==> src/rtl/lkvc_pkg.sv <==
// ----------------------------------------------------------------------------
// lkvc_pkg
// shared types and sizes for the lru key-value cache
// ----------------------------------------------------------------------------
`default_nettype none

package lkvc_pkg;

  // store geometry
  localparam int CAPACITY    = 16;
  localparam int KEY_WIDTH   = 32;
  localparam int VALUE_WIDTH = 32;

  // field width of the words on the channels
  localparam int FIELD_W = 32;

  // slot index and recency rank share one width; the fill count can hold CAPACITY
  localparam int IDX_W = $clog2(CAPACITY);
  localparam int CNT_W = $clog2(CAPACITY + 1);

  // operation codes
  localparam logic FUNC_GET = 1'b0;
  localparam logic FUNC_PUT = 1'b1;

  typedef logic [KEY_WIDTH-1:0]   key_t;
  typedef logic [VALUE_WIDTH-1:0] value_t;
  typedef logic [IDX_W-1:0]       idx_t;
  typedef logic [CNT_W-1:0]       cnt_t;

  // request word
  typedef struct packed {
    logic               func;
    logic [FIELD_W-1:0] lookup_key;
    logic [FIELD_W-1:0] store_value;
  } req_t;

  // response word
  typedef struct packed {
    logic               hit;
    logic [FIELD_W-1:0] read_value;
    logic               evicted;
    logic [FIELD_W-1:0] evicted_key;
  } rsp_t;

endpackage

`default_nettype wire

==> src/rtl/lkvc_store.sv <==
// ----------------------------------------------------------------------------
// lkvc_store
// entry storage, associative lookup and recency rank update
// ----------------------------------------------------------------------------
`default_nettype none

module lkvc_store (
  input  wire logic          clk,
  input  wire logic          rst,
  input  wire logic          adv,
  input  wire lkvc_pkg::req_t req,
  output lkvc_pkg::rsp_t     rsp
);

  lkvc_pkg::key_t   keys   [lkvc_pkg::CAPACITY];
  lkvc_pkg::value_t values [lkvc_pkg::CAPACITY];
  logic             valid  [lkvc_pkg::CAPACITY];
  lkvc_pkg::idx_t   rank   [lkvc_pkg::CAPACITY];
  lkvc_pkg::cnt_t   fill;

  lkvc_pkg::idx_t   rank_next [lkvc_pkg::CAPACITY];
  lkvc_pkg::key_t   key;
  lkvc_pkg::value_t val;
  logic             is_put;
  logic             hit;
  logic             full;
  logic             free_found;
  logic             victim_found;
  lkvc_pkg::idx_t   hit_slot;
  lkvc_pkg::idx_t   free_slot;
  lkvc_pkg::idx_t   victim_slot;
  lkvc_pkg::idx_t   slot;
  lkvc_pkg::cnt_t   old_rank;
  logic             do_touch;
  logic             do_write;
  logic             do_insert;
  logic             do_evict;

  assign key    = lkvc_pkg::KEY_WIDTH'(req.lookup_key);
  assign val    = lkvc_pkg::VALUE_WIDTH'(req.store_value);
  assign is_put = (req.func == lkvc_pkg::FUNC_PUT);
  assign full   = (fill == lkvc_pkg::cnt_t'(lkvc_pkg::CAPACITY));

  // priority searches, lowest slot wins
  always_comb begin
    hit          = 1'b0;
    hit_slot     = '0;
    free_found   = 1'b0;
    free_slot    = '0;
    victim_found = 1'b0;
    victim_slot  = '0;
    for (int i = 0; i < lkvc_pkg::CAPACITY; i++) begin
      if (!hit && valid[i] && keys[i] == key) begin
        hit      = 1'b1;
        hit_slot = lkvc_pkg::idx_t'(i);
      end
      if (!free_found && !valid[i]) begin
        free_found = 1'b1;
        free_slot  = lkvc_pkg::idx_t'(i);
      end
      if (!victim_found && valid[i] &&
          rank[i] == lkvc_pkg::idx_t'(lkvc_pkg::CAPACITY - 1)) begin
        victim_found = 1'b1;
        victim_slot  = lkvc_pkg::idx_t'(i);
      end
    end
  end

  // pick the slot to touch and the rank it leaves
  always_comb begin
    slot      = hit_slot;
    old_rank  = lkvc_pkg::cnt_t'(rank[hit_slot]);
    do_touch  = 1'b0;
    do_write  = 1'b0;
    do_insert = 1'b0;
    do_evict  = 1'b0;
    if (hit) begin
      do_touch = 1'b1;
      do_write = is_put;
    end else if (is_put && !full) begin
      // new key while room is left
      slot      = free_slot;
      old_rank  = lkvc_pkg::cnt_t'(lkvc_pkg::CAPACITY);
      do_touch  = free_found;
      do_write  = free_found;
      do_insert = free_found;
    end else if (is_put) begin
      // store full: replace the least recent entry
      slot     = victim_slot;
      old_rank = lkvc_pkg::cnt_t'(lkvc_pkg::CAPACITY - 1);
      do_touch = 1'b1;
      do_write = 1'b1;
      do_evict = 1'b1;
    end
  end

  // entries more recent than the touched one move down by one
  always_comb begin
    for (int j = 0; j < lkvc_pkg::CAPACITY; j++) begin
      rank_next[j] = rank[j];
      if (do_touch) begin
        if (lkvc_pkg::idx_t'(j) == slot) begin
          rank_next[j] = '0;
        end else if (valid[j] && lkvc_pkg::cnt_t'(rank[j]) < old_rank) begin
          rank_next[j] = rank[j] + lkvc_pkg::idx_t'(1);
        end
      end
    end
  end

  always_comb begin
    rsp.hit         = hit;
    rsp.read_value  = (hit && !is_put) ? lkvc_pkg::FIELD_W'(values[hit_slot]) : '0;
    rsp.evicted     = do_evict;
    rsp.evicted_key = do_evict ? lkvc_pkg::FIELD_W'(keys[victim_slot]) : '0;
  end

  // control state
  always_ff @(posedge clk) begin
    if (rst) begin
      fill <= '0;
      for (int i = 0; i < lkvc_pkg::CAPACITY; i++) begin
        valid[i] <= 1'b0;
        rank[i]  <= '0;
      end
    end else if (adv) begin
      for (int i = 0; i < lkvc_pkg::CAPACITY; i++) begin
        rank[i] <= rank_next[i];
      end
      if (do_write) begin
        valid[slot] <= 1'b1;
      end
      if (do_insert) begin
        fill <= fill + lkvc_pkg::cnt_t'(1);
      end
    end
  end

  // key and value payload
  always_ff @(posedge clk) begin
    if (adv && do_write) begin
      values[slot] <= val;
      if (!hit) begin
        keys[slot] <= key;
      end
    end
  end

endmodule

`default_nettype wire

==> src/rtl/lru_key_value_cache_top.sv <==
// ----------------------------------------------------------------------------
// lru_key_value_cache_top
// fully associative key-value cache with least-recently-used replacement
// ----------------------------------------------------------------------------
// usage
//   req channel: one word per get or put (func, lookup_key, store_value),
//     taken at a clock edge with req_valid high and req_stall low
//   rsp channel: one word per request (hit, read_value, evicted, evicted_key),
//     taken at a clock edge with rsp_valid high and rsp_stall low
//   order: a request taken into the request register has its response
//     loaded into the response register when it moves on (adv high)
//   throughput: one request per cycle unless rsp_stall holds a response;
//     the lookup against all entries and the rank update are combinational
//     between the request and response registers, the store updates when
//     the response register loads, so the next request sees the new recency
//   stall: when rsp_stall holds a waiting response, the request register
//     keeps its word and req_stall rises until the response is taken
//   reset: rst clears the valid marks, ranks, fill count and both pipeline
//     registers' valid bits; the store is empty and usable right after
// ----------------------------------------------------------------------------
`default_nettype none

module lru_key_value_cache_top (
  input  wire logic          clk,
  input  wire logic          rst,
  input  wire logic          req_valid,
  output logic               req_stall,
  input  wire lkvc_pkg::req_t req,
  output logic               rsp_valid,
  input  wire logic          rsp_stall,
  output lkvc_pkg::rsp_t     rsp
);

  // request register
  logic           req_q_valid;
  lkvc_pkg::req_t req_q;

  // response computed from the request register
  lkvc_pkg::rsp_t rsp_next;

  // the held request moves on when the response register is free or draining
  logic adv;

  assign adv       = req_q_valid && (!rsp_valid || !rsp_stall);
  assign req_stall = req_q_valid && !adv;

  lkvc_store u_store (
    .clk (clk),
    .rst (rst),
    .adv (adv),
    .req (req_q),
    .rsp (rsp_next)
  );

  // pipeline valid bits
  always_ff @(posedge clk) begin
    if (rst) begin
      req_q_valid <= 1'b0;
      rsp_valid   <= 1'b0;
    end else begin
      if (!req_stall) begin
        req_q_valid <= req_valid;
      end
      if (adv) begin
        rsp_valid <= 1'b1;
      end else if (!rsp_stall) begin
        rsp_valid <= 1'b0;
      end
    end
  end

  // pipeline payload
  always_ff @(posedge clk) begin
    if (req_valid && !req_stall) begin
      req_q <= req;
    end
    if (adv) begin
      rsp <= rsp_next;
    end
  end

endmodule

`default_nettype wire
==> config.mk <==
export PLATFORM = sky130hd
export DESIGN_NAME = lru_key_value_cache_top
export DESIGN_NICKNAME = d
export VERILOG_FILES = /design/src/rtl/lkvc_pkg.sv /design/src/rtl/lkvc_store.sv /design/src/rtl/lru_key_value_cache_top.sv
export SDC_FILE = /design/constraint.sdc
export NUM_CORES = 2
export LEC_CHECK = 0
export BUFFER_PORTS_ARGS = -buffer_cell sky130_fd_sc_hd__buf_2
export CAP_MARGIN = 20
export CELL_PAD_IN_SITES_DETAIL_PLACEMENT = 1
export CELL_PAD_IN_SITES_GLOBAL_PLACEMENT = 2
export CORE_MARGIN = 2
export CORE_UTILIZATION = 45
export DETAILED_ROUTE_END_ITERATION = 8
export HOLD_SLACK_MARGIN = 0.1
export PLACE_DENSITY = 0.81
export SETUP_SLACK_MARGIN = 0.4
export SYNTH_ARGS = -nofsm -noshare
export SYNTH_HDL_FRONTEND = slang
export SYNTH_HIERARCHICAL = 1
export SYNTH_SLANG_ARGS = --single-unit
==> constraint.sdc <==
create_clock -name clk -period 12.7 [get_ports clk]
set_input_delay 0.635 -clock clk [delete_from_list [all_inputs] [get_ports clk]]
set_output_delay 0.635 -clock clk [all_outputs]
set_load 0.005 [all_outputs]
; ---- Word level (Yosys, flattened, before mapping)
; Memories as Yosys holds them, arrays and structs flattened. A register that Yosys moved wholly into a read port is not among the register bits.
; Index checks and enable logic that the tools add are counted.
[op_classes]
reduce_logical = 170
mux = 189
add_sub_neg = 17
bitwise_logic = 16
order_cmp = 16
eq_ne = 49
[ops]
columns = operator, count
row1 = 32-bit == test, 16
row2 = 4-bit 2-to-1 mux, 99
row3 = 1-bit logical AND, 99
row4 = 4-bit by 5-bit < comparator with 1-bit output, 16
row5 = 1-bit 2-to-1 mux, 76
row6 = 1-bit logical NOT, 67
row7 = 4-bit by 1-bit adder with 4-bit output (second input constant), 16
row8 = 4-bit == test (second input constant), 16
row9 = 4-bit == test (first input constant), 8
row10 = 3-bit 2-to-1 mux, 8
row11 = 3-bit by 4-bit == test with 1-bit output (first input constant), 4
row12 = 1-bit bitwise OR, 16
row13 = 5-bit 2-to-1 mux, 2
row14 = 2-bit by 4-bit == test with 1-bit output (first input constant), 2
row15 = 2-bit 2-to-1 mux, 4
row16 = 5-bit by 1-bit adder with 5-bit output (second input constant), 1
row17 = 5-bit == test (second input constant), 1
row18 = 1-bit by 4-bit == test with 1-bit output (first input constant), 1
row19 = 4-bit logical NOT, 1
row20 = 2-bit by 1-bit inequality test with 1-bit output (second input constant), 1
row21 = 2-bit AND reduction, 1
row22 = 1-bit logical OR, 1
row23 = 1-bit OR reduction, 1
[totals]
wordCells = 469
output_inout_bits = 68
regBits = 74
input_bits = 69
memories = 4
ram_bits = 1104
[memory_table]
columns = memory, depth, width, rd, rd_clocked_by_memory_dff, wr, line_no
row1 = u_store.keys, 16, 32, 17, 1, 1, lkvc_store.sv:15  ; lkvc_pkg::key_t keys [lkvc_pkg::CAPACITY];
row2 = u_store.values, 16, 32, 1, 1, 1, lkvc_store.sv:16  ; lkvc_pkg::value_t values [lkvc_pkg::CAPACITY];
row3 = u_store.rank, 16, 4, 17, 0, 16, lkvc_store.sv:18  ; lkvc_pkg::idx_t rank [lkvc_pkg::CAPACITY];
row4 = u_store.valid, 16, 1, 16, 0, 16, lkvc_store.sv:17  ; logic valid [lkvc_pkg::CAPACITY];

; ---- Depth between registers and ports, before layout
; An unclocked memory read counts as a cell.
[depth]
depth_word = 74
mapped_depth = 23
ltp_nobuf = 18

; ---- Modules after synthesis
; The synthesis kept the hierarchy.
[modules_own_cells]
columns = module, area_each_um2, n_inst, cells_per_inst
row1 = lkvc_store, 55140.4, 1, 4279
row2 = lru_key_value_cache_top, 4020.1, 1, 141

; ---- Worst setup path after synthesis
; No wires, ideal clock.
[synth_path]
path_kind = input to register
from = input rsp_stall
to = memory u_store/keys[15][0] (netlist name), enable pin
stages = 5
t_arrival_ps = 8808
slack_ps = 3471
setup_time_ps = 421
path_buffers = 0
required_ps = 12279
cell_sequence = a21boi_0 o211ai_1 a211oi_1 nand2_1 nor2_1
[synth_via]
elab_chain_len = 6
[synth_lines]
columns = element, line_no
row1 = start: declaration, lru_key_value_cache_top.sv:30  ; input wire logic rsp_stall,
row2 = 1-bit logical NOT, -
row3 = 1-bit logical OR, lru_key_value_cache_top.sv:44  ; assign adv = req_q_valid && (!rsp_valid || !rsp_stall);
row4 = 1-bit logical AND, lru_key_value_cache_top.sv:44
row5 = 1-bit logical AND, lkvc_store.sv:141  ; if (adv && do_write) begin
row6 = 1-bit 2-to-1 mux, lkvc_store.sv:141
row7 = 1-bit 2-to-1 mux (implied by the code), lkvc_store.sv:144  ; keys[slot] <= key;
row8 = end: declaration, lkvc_store.sv:15
; No other way between the ends.

==> flow_summary.toml <==
[finish]
mostFrequentLayoutCells = "1219 x edfxtp_1, 454 x xor2_1, 351 x mux2i_1"
num_antenna_cells = 0
design_area_um2 = 67600
fillCellCount = 12900
final_nets = 4743
area_growth_pct = 14.2
drive_gt1_share_pct = 12.9
mostFrequentLayoutCell = "edfxtp_1"
post-route-util_pct = 51.6

[sta]
finalHoldViolCount = 0
worst_clock_skew_ps = 59.6
period_share_pct = 58.5
clock.fmax_ghz = 0.135
rsz0062_at_grt = "false"
fin_setup_tns_ps = 0
slew_viol_final = 0
period_needed_ps = 7430
relSlewSlack_pct = 9.55
setup_viol = 0
tightest_slew_ps = 1320

[yosys]
synth_nets = 4555
yosys.area.top_type = "edfxtp_1"
synth_edf_count = 1219
synth-main-ff-cell = "edfxtp_1"
synth_top_area_share_pct = 61.9
syn_area_um2 = 59200
synth_warnings = 6
synth_cell_types = 78
ys_seq_elements = 1242
yosysSeqAreaShare_pct = 62.7
netlist_instances = 4420
async_flop_share_pct = 0
ys_top_cells_by_area = "edfxtp_1 62%, xor2_1 6.7%, mux2i_1 5.9%"
avgSynthCellArea_um2 = 13.4

[hold_path]
min_from = "rsp_stall"
hold_path_class = "primary input to register"

[worst_setup_path]
crit_path_start = "req_q[47]"
cp_max_fo = 42
cp-end-kind = "register"
arrival_ps = 7870
r2r-start = "req_q[47]"
start_kind = "register"
cp_slowest_stage_delay_ps = 850
crit_chain = "buf_4 -> xor2_1 -> nor4_1 -> nand4_1 -> or4_1 -> nand4_1 -> nor4b_1 -> a221oi_4 -> buf_4 -> mux2i_1 -> mux2i_1 -> nand2_1 -> o21ai_0 -> o21ai_1 -> buf_4 -> ha_1 -> a21oi_1 -> nor2b_1 -> o21ai_0 -> o41ai_1 -> o41ai_1"
cp.required_ps = 13130
cp_common_cell = "buf_4"
cp_top_family = "compound AO/OA/AOI/OAI gates"
path_buf_inv = 3
path_class = "register to register"
cpMaxStageDelayCell = "edfxtp_1"

[global_routing]
grt_antenna_before_repair = 9
grt_remaining_overflow = 0
grt_max_degree = 164
grt_pass1_wl_um = 296000
grt_pass1_vias = 41100
grt_use_total_pct = 30.3

[power_and_ir_drop]
leakage_nw = 24.5
p_sw_mw = 2.15
swShare_pct = 23.0
combPwrFrac_pct = 4.6
p_int_mw = 7.21
powerDensity_nw_per_um2 = 139
seqPwrFrac_pct = 49.2
p_total_mw = 9.36
clkPwrFrac_pct = 46.1
vdd_drop_max_mv = 0.142

[placement]
io_buffers = 136
routabilityCongestion = 0.968
place_area_um2 = 61900
dp_hpwl_um = 134000

[clocking]
clockRootBuffer = "clkbuf_16"
cts_inserted_buffers = 140
h-tree-depth = 4
cts_resized = 0
cts_sinks = 1242
post-cts-setup-buffers = 0
cts_tree = "built"
cts.path.max_buffers = 3
clk_latency_ps = 820
cts_hold_buf = 65
path_clk_slew_ps = 60

[route]
drc_errors = 0
drt_iter0_drc = 3823
drt_wl_total_um = 207000
drt_pass1_iterations = 6
detail_route.wl_per_cell_um = 32.0
vias = 40300
postRouteAntennaNets = 0
vias_per_cell = 6.23

[status]
outcome = "completed"

[job]
cap_violations = 0

[floorplan]
die_area_um2 = 134000
die_w_um = 367
core_um2 = 131000
fp.dieH_um = 367
initial_core_util_pct = 45.2
rows = 133
ios = 137
## Yosys cell counts (all sizes together), types with 77 or more instances
cell    number
clkbuf     151
nand4       77
a211oi     230
edfxtp    1219
buf        127
nor4       198
a21oi       97
nand3       81
xnor2       88
nand2      339
mux2i      351
xor2       454
and2       130
nor2       186
## state kept, by name, indices dropped and copies added (netlist names)
| name | count |
|---|---|
| req_q | 65 |
| req_q_valid | 1 |
| u_store/rank | 64 |
| u_store/fill | 5 |
| rsp | 66 |
| u_store/valid | 16 |
| u_store/values | 512 |
| u_store/keys | 512 |
| rsp_valid | 1 |
## worst min-delay path: stages
cell,delay (ps)
buf_2,130
a21oi_1,70
nor2_1,80
## power by group through the flow
| stage | clock network [mW] | logic (mW) | registers (mW) |
|---|---|---|---|
| 5_1_grt | 4.51 | 0.460 | 4.61 |
| 3_5_place_dp | 0 | 0.409 | 4.69 |
| 2_1_floorplan | 0 | 0.226 | 4.68 |
| 6_report | 4.32 | 0.435 | 4.61 |
| 3_3_place_gp | 0 | 0.404 | 4.69 |
| 4_1_cts | 4.37 | 0.428 | 4.61 |
## routing by layer
metal	track usage, %	wire length [µm]	up-vias	share of wire, %
met5	0	13	-	0.0063
met4	14.7	10600	2	5.1
met3	4.38	13500	422	6.5
met2	49.5	99000	1746	48
met1	39.7	84000	20800	41
li1	-	-	17300	-
## worst paths after layout
check	end	slack, ps	cells past startpoint
worst max-delay path	u_store/rank[4][1]	5270	21
worst min-delay path	rsp_valid	150	3
worst max register to register	u_store/rank[4][1]	5270	21
worst min register to register	req_q_valid	510	2
## stage by stage
| step | setup WS (ps) | hold WS [ps] | instances |
|---|---|---|---|
| floorplan | 3470 | 461 | 4420 |
| global placement | 5630 | 492 | 6151 |
| detailed placement | 5520 | 510 | 6152 |
| CTS | 5470 | 111 | 6473 |
| global route | 4890 | 157 | 6477 |
| finish | 5270 | 155 | 6477 |
## layout make-up
cell class | instances | area, µm² | share of cell area [%]
Tap cell | 1755 | 2200 | 3.25
Inverter | 44 | 165 | 0.244
Clock buffer | 169 | 3710 | 5.48
Sequential cell | 1242 | 37100 | 54.9
Timing Repair Buffer | 324 | 2340 | 3.46
Multi-Input combinational cell | 2856 | 20900 | 30.9
Clock inverter | 87 | 1200 | 1.78
## cells by family (layout without fill, tap and decap cells)
kind of cell	Yosys count	after routing	synth area share [%]
xor gates and xnor gates	542	542	8.02
DFF	1242	1242	62.7
adders and majority gates	66	66	1.40
buffers and inverters	322	624	2.59
and+or+nand+nor	1191	1191	10.5
AOI/OAI and AO/OA	641	641	7.70
muxes	416	416	7.18
Note: power is estimated with default switching activity, not from simulation.
